===== src/pshc_pkg.sv =====
// ---------------------------------------------------------------------------
// pshc_pkg
// shared types and constants for the plant sensor hysteresis controller
// ---------------------------------------------------------------------------
package pshc_pkg;

	localparam int NUM_CH = 3;
	localparam int SAMPLE_W = 12;
	localparam int SUM_W = 16;
	localparam int PCT_W = 7;
	localparam int TEMP_W = 12;

	localparam logic [1:0] REG_PUMP_ON = 2'd0;
	localparam logic [1:0] REG_PUMP_OFF = 2'd1;
	localparam logic [1:0] REG_LAMP_ON = 2'd2;
	localparam logic [1:0] REG_LAMP_OFF = 2'd3;

	localparam logic [11:0] HUM_MAX = 12'd3700;
	localparam logic [11:0] HUM_MIN = 12'd3300;
	localparam logic [11:0] LIT_MAX = 12'd2700;
	localparam logic [11:0] LIT_MIN = 12'd300;
	localparam logic [10:0] TEMP_SCALE = 11'd1320;
	localparam logic [21:0] TEMP_OFFSET = 22'd1142505; // 279 * 4095
	localparam logic [12:0] TEMP_DIV = 13'd4095;

	// lane request: window average finished
	typedef struct packed {
		logic done;
		logic [SAMPLE_W-1:0] avg;
	} lane_res_t;

endpackage


===== src/pshc_lane.sv =====
// ---------------------------------------------------------------------------
// pshc_lane
// one channel: sliding window, running sum and bit-serial average divider
// ---------------------------------------------------------------------------
module pshc_lane import pshc_pkg::*; #(
	parameter int WINDOW = 10
) (
	input logic clk,
	input logic arst_n,
	input logic start,
	input logic [SAMPLE_W-1:0] sample,
	output lane_res_t res
);
	localparam int IDX_W = (WINDOW > 1) ? $clog2(WINDOW) : 1;
	localparam int CNT_W = $clog2(WINDOW + 1);

	logic [SAMPLE_W-1:0] win_q [WINDOW];
	logic [CNT_W-1:0] fill_q;
	logic [IDX_W-1:0] slot_q;
	logic [SUM_W-1:0] sum_q;
	logic [SUM_W-1:0] rem_q;
	logic [SUM_W-1:0] quo_q;
	logic [CNT_W-1:0] div_q;
	logic [4:0] bit_q;
	logic busy_q;
	logic done_q;

	logic full;
	logic [SUM_W-1:0] new_sum;
	logic [SUM_W:0] trial;
	logic [SUM_W-1:0] rem_sh;

	assign full = (fill_q == CNT_W'(WINDOW));
	always_comb begin
		if (full)
			new_sum = sum_q - SUM_W'(win_q[slot_q]) + SUM_W'(sample);
		else
			new_sum = sum_q + SUM_W'(sample);
	end

	// restoring division, one quotient bit per cycle
	assign rem_sh = {rem_q[SUM_W-2:0], quo_q[SUM_W-1]};
	assign trial = {1'b0, rem_sh} - (SUM_W+1)'(div_q);

	always_ff @(posedge clk or negedge arst_n) begin
		if (!arst_n) begin
			fill_q <= '0;
			slot_q <= '0;
			sum_q <= '0;
			div_q <= '0;
			busy_q <= 1'b0;
			done_q <= 1'b0;
			bit_q <= '0;
		end else begin
			done_q <= 1'b0;
			if (start) begin
				sum_q <= new_sum;
				if (full) begin
					slot_q <= (slot_q == IDX_W'(WINDOW - 1)) ? '0 : slot_q + 1'b1;
					div_q <= CNT_W'(WINDOW);
				end else begin
					fill_q <= fill_q + 1'b1;
					div_q <= fill_q + 1'b1;
				end
				busy_q <= 1'b1;
				bit_q <= 5'(SUM_W);
			end else if (busy_q) begin
				bit_q <= bit_q - 1'b1;
				if (bit_q == 5'd1) begin
					busy_q <= 1'b0;
					done_q <= 1'b1;
				end
			end
		end
	end

	always_ff @(posedge clk) begin
		if (start) begin
			if (full)
				win_q[slot_q] <= sample;
			else
				win_q[fill_q[IDX_W-1:0]] <= sample;
			rem_q <= '0;
			quo_q <= new_sum;
		end else if (busy_q) begin
			if (trial[SUM_W]) begin
				rem_q <= rem_sh;
				quo_q <= {quo_q[SUM_W-2:0], 1'b0};
			end else begin
				rem_q <= trial[SUM_W-1:0];
				quo_q <= {quo_q[SUM_W-2:0], 1'b1};
			end
		end
	end

	assign res.done = done_q;
	assign res.avg = quo_q[SAMPLE_W-1:0];
endmodule


===== src/pshc_merge.sv =====
// ---------------------------------------------------------------------------
// pshc_merge
// calibration of the three averages and the pump and lamp hysteresis
// ---------------------------------------------------------------------------
module pshc_merge import pshc_pkg::*; (
	input logic clk,
	input logic arst_n,
	input logic start,
	input logic [SAMPLE_W-1:0] havg,
	input logic [SAMPLE_W-1:0] lavg,
	input logic [SAMPLE_W-1:0] tavg,
	input logic force_pump,
	input logic auto_pump,
	input logic force_lamp,
	input logic [PCT_W-1:0] pump_on_lvl,
	input logic [PCT_W-1:0] pump_off_lvl,
	input logic [PCT_W-1:0] lamp_on_lvl,
	input logic [PCT_W-1:0] lamp_off_lvl,
	output logic done,
	output logic pump_on,
	output logic lamp_on,
	output logic [PCT_W-1:0] hpct,
	output logic [PCT_W-1:0] lpct,
	output logic signed [TEMP_W-1:0] temp
);
	// step 1: clamp and multiply
	logic [11:0] hc, lc;
	logic [15:0] hm_s1;
	logic [17:0] lm_s1;
	logic signed [23:0] tm_s1;
	logic v1_s1, v2_s2, v3_s3;
	logic fp_s1, ap_s1, fl_s1;

	always_comb begin
		hc = (havg < HUM_MIN) ? HUM_MIN : (havg > HUM_MAX) ? HUM_MAX : havg;
		lc = (lavg < LIT_MIN) ? LIT_MIN : (lavg > LIT_MAX) ? LIT_MAX : lavg;
	end

	// step 2: divide by 400 / 2400 via reciprocal, temperature by 4095
	logic [PCT_W-1:0] hp_s2, lp_s2;
	logic [35:0] hr, lr;
	logic signed [23:0] tq_s2;
	logic [23:0] tabs;
	logic [36:0] tprod;
	logic [12:0] tquo;
	logic [24:0] tchk;

	assign hr = 36'(hm_s1) * 36'd10486;          // /400 ~ *10486>>22
	assign lr = 36'(lm_s1) * 36'd13982;          // /2400 ~ *13982>>25
	assign tabs = tm_s1[23] ? 24'(-tm_s1) : 24'(tm_s1);
	assign tprod = 37'(tabs) * 37'd4097;          // /4095 ~ *4097>>24
	always_comb begin
		tquo = tprod[36:24];
		tchk = 25'(tquo) * 25'(TEMP_DIV);
		if (25'(tabs) >= tchk + 25'(TEMP_DIV)) tquo = tquo + 1'b1;
	end

	logic fp_s2, ap_s2, fl_s2;
	logic [PCT_W-1:0] hpx, lpx;
	always_comb begin
		hpx = hr[28:22];
		if (36'(hm_s1) >= (36'(hpx) + 36'd1) * 36'd400) hpx = hpx + 1'b1;
		lpx = lr[31:25];
		if (36'(lm_s1) >= (36'(lpx) + 36'd1) * 36'd2400) lpx = lpx + 1'b1;
	end

	logic pump_flag_q, lamp_flag_q;
	logic pd, pf, ld, lf;
	always_comb begin
		pf = pump_flag_q;
		pd = 1'b0;
		if (pump_flag_q || hp_s2 <= pump_on_lvl) begin
			pf = 1'b1; pd = 1'b1;
			if (hp_s2 >= pump_off_lvl) begin
				pf = 1'b0; pd = 1'b0;
			end
		end else
			pf = 1'b0;
		lf = lamp_flag_q;
		ld = 1'b0;
		if (lamp_flag_q || lp_s2 <= lamp_on_lvl) begin
			lf = 1'b1; ld = 1'b1;
			if (lp_s2 >= lamp_off_lvl) begin
				lf = 1'b0; ld = 1'b0;
			end
		end else
			lf = 1'b0;
	end

	always_ff @(posedge clk or negedge arst_n) begin
		if (!arst_n) begin
			v1_s1 <= 1'b0;
			v2_s2 <= 1'b0;
			v3_s3 <= 1'b0;
			pump_flag_q <= 1'b0;
			lamp_flag_q <= 1'b0;
		end else begin
			v1_s1 <= start;
			v2_s2 <= v1_s1;
			v3_s3 <= v2_s2;
			if (v2_s2) begin
				if (!fp_s2 && ap_s2) pump_flag_q <= pf;
				if (!fl_s2) lamp_flag_q <= lf;
			end
		end
	end

	always_ff @(posedge clk) begin
		if (start) begin
			hm_s1 <= 16'(HUM_MAX - hc) * 16'd100;
			lm_s1 <= 18'(LIT_MAX - lc) * 18'd100;
			tm_s1 <= $signed(24'(tavg) * 24'(TEMP_SCALE)) - $signed(24'(TEMP_OFFSET));
			fp_s1 <= force_pump;
			ap_s1 <= auto_pump;
			fl_s1 <= force_lamp;
		end
		if (v1_s1) begin
			hp_s2 <= hpx;
			lp_s2 <= lpx;
			tq_s2 <= tm_s1[23] ? -$signed(24'(tquo)) : $signed(24'(tquo));
			fp_s2 <= fp_s1;
			ap_s2 <= ap_s1;
			fl_s2 <= fl_s1;
		end
		if (v2_s2) begin
			pump_on <= fp_s2 ? 1'b1 : (ap_s2 ? pd : 1'b0);
			lamp_on <= fl_s2 ? 1'b1 : ld;
			hpct <= hp_s2;
			lpct <= lp_s2;
			temp <= tq_s2[TEMP_W-1:0];
		end
	end

	assign done = v3_s3;
endmodule


===== src/plant_sensor_hysteresis_controller_unit.sv =====
// ---------------------------------------------------------------------------
// plant_sensor_hysteresis_controller_unit
// three averaging lanes feeding calibration and hysteresis pump/lamp control
// ---------------------------------------------------------------------------
// channel  dir  contents
// s_axis   in   scan request: three samples and switches
// m_axis   out  result request: drive flags, percents, temperature
// cfg      in   hysteresis levels, index 0..3
//
// m_axis_tvalid rises once an accepted scan has passed the bit-serial
// average divider in each lane, running in parallel, three calibration
// stages, then the output register
// one scan is in flight at a time; s_axis_tready is low until the result
// request has been taken on m_axis
// arst_n clears windows' fill counts, sums, flags and levels to defaults
module plant_sensor_hysteresis_controller_unit import pshc_pkg::*; #(
	parameter int WINDOW = 10
) (
	input logic clk,
	input logic arst_n,
	input logic s_axis_tvalid,
	output logic s_axis_tready,
	// humidity[11:0], light[23:12], temperature[35:24], force_pump[36],
	// auto_pump[37], force_lamp[38], zero[39]
	input logic [39:0] s_axis_tdata,
	output logic m_axis_tvalid,
	input logic m_axis_tready,
	// pump_on[0], lamp_on[1], auto_indicator[2], humidity_percent[9:3],
	// light_percent[16:10], temperature_value[28:17], zero[31:29]
	output logic [31:0] m_axis_tdata,
	input logic cfg_we,
	input logic [1:0] cfg_index,
	input logic [6:0] cfg_data
);
	logic busy_q, accept, out_v_q;
	logic [PCT_W-1:0] pon_q, poff_q, lon_q, loff_q;
	logic fp_q, ap_q, fl_q;
	lane_res_t hres, lres, tres;
	logic mdone, pump, lamp;
	logic [PCT_W-1:0] hp, lp;
	logic signed [TEMP_W-1:0] tv;

	assign s_axis_tready = !busy_q;
	assign accept = s_axis_tvalid && s_axis_tready;

	pshc_lane #(.WINDOW(WINDOW)) u_hum (.clk, .arst_n, .start(accept),
		.sample(s_axis_tdata[11:0]), .res(hres));
	pshc_lane #(.WINDOW(WINDOW)) u_lit (.clk, .arst_n, .start(accept),
		.sample(s_axis_tdata[23:12]), .res(lres));
	pshc_lane #(.WINDOW(WINDOW)) u_tmp (.clk, .arst_n, .start(accept),
		.sample(s_axis_tdata[35:24]), .res(tres));

	pshc_merge u_merge (.clk, .arst_n, .start(hres.done && lres.done && tres.done),
		.havg(hres.avg), .lavg(lres.avg), .tavg(tres.avg),
		.force_pump(fp_q), .auto_pump(ap_q), .force_lamp(fl_q),
		.pump_on_lvl(pon_q), .pump_off_lvl(poff_q),
		.lamp_on_lvl(lon_q), .lamp_off_lvl(loff_q),
		.done(mdone), .pump_on(pump), .lamp_on(lamp),
		.hpct(hp), .lpct(lp), .temp(tv));

	always_ff @(posedge clk or negedge arst_n) begin
		if (!arst_n) begin
			busy_q <= 1'b0;
			out_v_q <= 1'b0;
			pon_q <= 7'd30;
			poff_q <= 7'd70;
			lon_q <= 7'd35;
			loff_q <= 7'd45;
		end else begin
			if (cfg_we) begin
				unique case (cfg_index)
					REG_PUMP_ON: pon_q <= cfg_data;
					REG_PUMP_OFF: poff_q <= cfg_data;
					REG_LAMP_ON: lon_q <= cfg_data;
					REG_LAMP_OFF: loff_q <= cfg_data;
				endcase
			end
			if (accept) busy_q <= 1'b1;
			if (mdone) begin
				out_v_q <= 1'b1;
			end else if (m_axis_tvalid && m_axis_tready) begin
				out_v_q <= 1'b0;
				busy_q <= 1'b0;
			end
		end
	end

	always_ff @(posedge clk) begin
		if (accept) begin
			fp_q <= s_axis_tdata[36];
			ap_q <= s_axis_tdata[37];
			fl_q <= s_axis_tdata[38];
		end
	end

	assign m_axis_tvalid = out_v_q;
	assign m_axis_tdata = {3'b000, tv, lp, hp, ap_q, lamp, pump};
endmodule


===== config.mk =====
export PLATFORM = sky130hd
export DESIGN_NAME = plant_sensor_hysteresis_controller_unit
export DESIGN_NICKNAME = d
export VERILOG_FILES = /design/src/pshc_pkg.sv /design/src/pshc_lane.sv /design/src/pshc_merge.sv /design/src/plant_sensor_hysteresis_controller_unit.sv
export SDC_FILE = /design/constraint.sdc
export NUM_CORES = 2
export LEC_CHECK = 0
export ABC_AREA = 1
export BUFFER_PORTS_ARGS = -buffer_cell sky130_fd_sc_hd__buf_2
export CAP_MARGIN = 0
export CORE_AREA = 2 2 248 494
export DETAILED_ROUTE_END_ITERATION = 16
export DIE_AREA = 0 0 250 496
export GPL_ROUTABILITY_DRIVEN = 0
export GPL_TIMING_DRIVEN = 0
export SLEW_MARGIN = 10
export SYNTH_ARGS = -nofsm -noshare
export SYNTH_HDL_FRONTEND = slang
export SYNTH_SLANG_ARGS = --single-unit

===== constraint.sdc =====
create_clock -name clk -period 28.7 [get_ports clk]
set_input_delay 5.74 -clock clk [delete_from_list [all_inputs] [get_ports clk]]
set_output_delay 5.74 -clock clk [all_outputs]
set_load 0.01 [all_outputs]

==> impl_summary.log <==
[metrics] result of the run: finished, final reports clean
[metrics] share of final-layout standard cells stronger than drive strength 1: roughly 5.4%
[metrics] detailed-routing iteration count for the pre-antenna-repair pass: 8
[metrics] final net count: 6919
[metrics] multi-input gate area in the final layout: 0.0288 mm^2
[metrics] number of warnings reported in the yosys synthesis log: 0
[metrics] number of global-route vias before repair: roughly 41000
[metrics] violation count after the first detailed-route iteration: 1796
[metrics] clk sinks: 707
[metrics] post-route fraction of the period consumed by the critical path: 43.7%
[metrics] Post-CTS Setup Bufs: 0
[metrics] final number of setup-violating endpoints: 0
[metrics] Slowest Stage Delay on Critical Path: 0.62 ns
[metrics] first-pass GRT wire length: 215000 um
[metrics] Worst Setup Slack, final: 16.16 ns
[metrics] crit path max fanout: 10
[metrics] cells resized by post-CTS repair: 0
[metrics] Register-to-Register Path Depth: 54
[metrics] Clk Tree Root Cell: sky130_fd_sc_hd__clkbuf_16
[metrics] worst vdd rail ir drop: approximately 60 uV
[metrics] I/O pin cnt: 88
[metrics] FP Rows: 180
[metrics] ANT nets after route: 0
[metrics] pin count of the biggest net entering global routing: 92
[metrics] Comb pwr share: 46.2%
[metrics] Period minus WS final: 12.54 ns
[metrics] power spent charging and discharging nets: 1.75 mW
[metrics] transition time at the pin with the least slew margin: roughly 1.2 ns
[metrics] data arrival time of the critical path: 12.96 ns
[metrics] crit path launch: u_merge.tm_s1[23]$_DFFE_PP_
[metrics] placement-stage worst setup slack: about 16 ns
[metrics] number of max-slew violations in the final report: 0
[metrics] core region area: 0.120 mm^2
[metrics] overall power consumption: 4.35 mW
[metrics] Worst-Skew Late Latency: 0.68 ns
[metrics] GRT Residual Overflow: 0
[metrics] clock share of power: around 22%
[metrics] CTS clk-pin slew, worst paths: roughly 0.070 ns
[metrics] reg-to-reg slack, setup: 16.16 ns
[metrics] switching share of power: between 40% and 50%
[metrics] via count normalized by instance count: around 5.3
[metrics] worst min-delay path endpoint: u_merge.fp_s2$_DFFE_PP_
[metrics] average wire length per cell after detail routing: 18.2 um
[metrics] aggregate global-route resource usage: 22.3%
[metrics] Reg-to-Reg Start: u_merge.tm_s1[23]$_DFFE_PP_
[metrics] post-synthesis sequential area ratio: 37.5%
[metrics] summed instance area of the synthesized netlist: 0.0536 mm^2
[metrics] critical path class: reg2reg
[metrics] required time at the worst-slack endpoint: 29.12 ns
[metrics] vertical extent of the die: 496 um
[metrics] number of placed instances, taps included: 7373
[metrics] sort of element at the end of the critical path: flop
[metrics] final-report hold violation count: 0
[metrics] fraction of power consumed by sequential logic: 31.5%
[metrics] total wire length after detailed routing: 137000 um
[metrics] worst hold start: u_merge.fp_s1$_DFFE_PP_
[metrics] number of enable-type register cells in the synthesized netlist: 522
[metrics] internal cell power: 2.60 mW
[metrics] Post-Synthesis Mean Instance Area: 9.34 um^2
[metrics] hold depth: 0
[metrics] quantity of I/O buffers inserted on ports: slightly above 80
[metrics] floorplan die area: 0.124 mm^2
[metrics] DPL Wire Length: 111000 um
[metrics] maximum level of the CTS H-tree: 3
[metrics] maximum clock frequency: 79.8 MHz
[metrics] total power divided by cell area: ~74 mW/mm^2
[metrics] Layout Skew: 0.0286 ns
[metrics] post-synthesis async set-or-reset flop share: approximately a fifth
[metrics] hold buffer count at CTS: 0
[metrics] number of distinct library cells after synthesis: 65
[metrics] gate count of the mapped netlist: 5737
[metrics] effective utilization at floorplan: 44.6%
[metrics] Post-Route Setup TNS: 0 ns
[metrics] clock tree from TritonCTS: done
[metrics] layout overhead on the synthesized area: 9.03%
[metrics] antenna violations before repair: 3
[metrics] register cell area after layout: 0.0201 mm^2
[metrics] destination of the worst register-to-register timing path: u_merge.tq_s2[6]$_DFFE_PP_
[metrics] number of non-filler instances in the completed layout: 7501
[metrics] number of design rule violations left after detail routing: 0
[metrics] Num CTS Buffers: 69
[metrics] Fillers: between 10000 and 15000
[metrics] maximum clock path buffer count: 3
[metrics] worst slew margin relative to its limit: 16.8%
[metrics] # Max-Cap Violations: 0
[metrics] worst hold slack across all endpoints: 0.414 ns
[metrics] commonest non-fill, non-tap cells in the layout: 1125 x sky130_fd_sc_hd__inv_1, 788 x sky130_fd_sc_hd__nand2_1, 655 x sky130_fd_sc_hd__ha_1
[metrics] most common cell after layout, fill and taps aside: sky130_fd_sc_hd__inv_1
[metrics] Die X: 250 um
[metrics] CP startpoint kind: flop
[metrics] dominant register cell in the synthesized netlist: sky130_fd_sc_hd__edfxtp_1
[metrics] flip-flop and latch count after synthesis: around 710
[metrics] unrepaired setup endpoints after global routing: false
[metrics] via total after detailed routing: 39400
[metrics] worst min-delay path class: reg2reg
[metrics] leakage power of the design: about 27 nW
[metrics] Critical-path top delay cell: sky130_fd_sc_hd__fa_1
synthesized netlist by cell type (4+ instances only):
master                      number  area [um^2]
sky130_fd_sc_hd__nor2_2          7         43.8
sky130_fd_sc_hd__nand3_1       221         1110
sky130_fd_sc_hd__nand2_1       788         2960
sky130_fd_sc_hd__o21a_1         12         90.1
sky130_fd_sc_hd__nor2_1        395         1480
sky130_fd_sc_hd__a221oi_1       40          350
sky130_fd_sc_hd__xnor2_1        71          622
sky130_fd_sc_hd__a21boi_0        5         37.5
sky130_fd_sc_hd__edfxtp_1      522        15700
sky130_fd_sc_hd__dfrtp_1       126         3150
sky130_fd_sc_hd__clkinv_1        5         18.8
sky130_fd_sc_hd__dfstp_2        14          368
sky130_fd_sc_hd__o2111ai_1      38          333
sky130_fd_sc_hd__nand4_1        30          188
sky130_fd_sc_hd__nand3_2        10          100
sky130_fd_sc_hd__a21oi_1       290         1450
sky130_fd_sc_hd__o22ai_1        22          138
sky130_fd_sc_hd__a21o_1         11         82.6
sky130_fd_sc_hd__dfxtp_1        45          901
sky130_fd_sc_hd__o31ai_1         8         60.1
sky130_fd_sc_hd__inv_1        1125         4220
sky130_fd_sc_hd__o211ai_1       12         90.1
sky130_fd_sc_hd__and2_1          7         43.8
sky130_fd_sc_hd__fa_1          313         6270
sky130_fd_sc_hd__o21bai_1       22          165
sky130_fd_sc_hd__clkbuf_1       96          360
sky130_fd_sc_hd__nor3_1         37          185
sky130_fd_sc_hd__and3_1          4         25.0
sky130_fd_sc_hd__nor2_4          5         56.3
sky130_fd_sc_hd__ha_1          655         8200
sky130_fd_sc_hd__nor4_1          8         50.1
sky130_fd_sc_hd__or2_2          11         68.8
sky130_fd_sc_hd__a211oi_1       10         75.1
sky130_fd_sc_hd__xor2_1        134         1170
sky130_fd_sc_hd__o21ai_1         6         30.0
sky130_fd_sc_hd__nand2_2        26          163
sky130_fd_sc_hd__nand3b_1       11         82.6
sky130_fd_sc_hd__inv_2           7         26.3
sky130_fd_sc_hd__buf_1           9         33.8
sky130_fd_sc_hd__o21ai_0       521         2610
sky130_fd_sc_hd__buf_4           7         52.6
sky130_fd_sc_hd__a31oi_1        15         93.8
registers in the layout, indices dropped and copies added (netlist names), 16 cells and up:
register	count
u_hum.sum_q	16
u_lit.sum_q	16
u_hum.win_q	120
u_merge.lm_s1	16
u_tmp.sum_q	16
u_lit.quo_q	16
u_lit.win_q	120
u_tmp.win_q	120
u_tmp.quo_q	16
u_merge.tm_s1	21
u_hum.quo_q	16
power groups by stage:
| stage | registers (mW) | clock network, mW | logic [mW] |
|---|---|---|---|
| finish | 1.37 | 0.970 | 2.01 |
| global route | 1.38 | 1.03 | 2.30 |
| CTS | 1.37 | 0.992 | 2.02 |
| detailed placement | 1.39 | 0 | 2.00 |
| global placement | 1.39 | 0 | 1.96 |
| floorplan | 1.36 | 0 | 1.55 |
critical path: cells and delay by family, from the launching register on:
family	cells	cell delay, ns
buf+inv	12	1.64
flops	1	0.35
xor+xnor	4	1.23
fa+ha+maj	11	4.58
compound gates	4	0.91
simple gates	23	3.53
final cells by class:
cell class	instances	area share (%)
antenna	2	0.00857
buffer	116	0.837
clock buffer	79	3.05
clock inverter	47	0.977
inverter	1137	7.30
multi-input combinational	3781	49.3
sequential	707	34.4
tap	1547	3.31
timing repair buffer	85	0.801
cell families (layout without fill, tap and decap cells):
family,after synthesis,in the layout,synth area share (%)
other cells,2,8,0.0140
flops,707,707,37.5
compound gates,1032,1032,10.8
fa+ha+maj,968,968,27.0
simple gates,1566,1566,12.3
xor+xnor,209,209,3.49
buf+inv,1253,1464,8.88
routing by layer:
layer | share of wire [%] | GRT usage (%)
met1 | 33 | 20.3
met2 | 58 | 46.8
met3 | 2.8 | 2.03
met4 | 5.5 | 12.4
met5 | 0.0059 | 0
stage by stage:
stage	area, um^2	util, %
after floorplan	53600	-
after global placement	56000	46.5
after detailed placement	56000	46.6
after CTS	58400	48.6
after global routing	58400	48.6
final	58400	48.6
worst max path at each step:
stage                            endpoint  slack, ns  cells after the start
5_1_grt        u_merge.tq_s2[6]$_DFFE_PP_      15.38                     54
4_1_cts        u_merge.tq_s2[6]$_DFFE_PP_      16.16                     54
3_5_place_dp   u_merge.tq_s2[6]$_DFFE_PP_      16.24                     54
2_1_floorplan  u_merge.tq_s2[6]$_DFFE_PP_      18.79                     54
3_3_place_gp   u_merge.tq_s2[6]$_DFFE_PP_      16.29                     54
6_report       u_merge.tq_s2[6]$_DFFE_PP_      16.16                     54
Power figures use the tool's default switching activity.
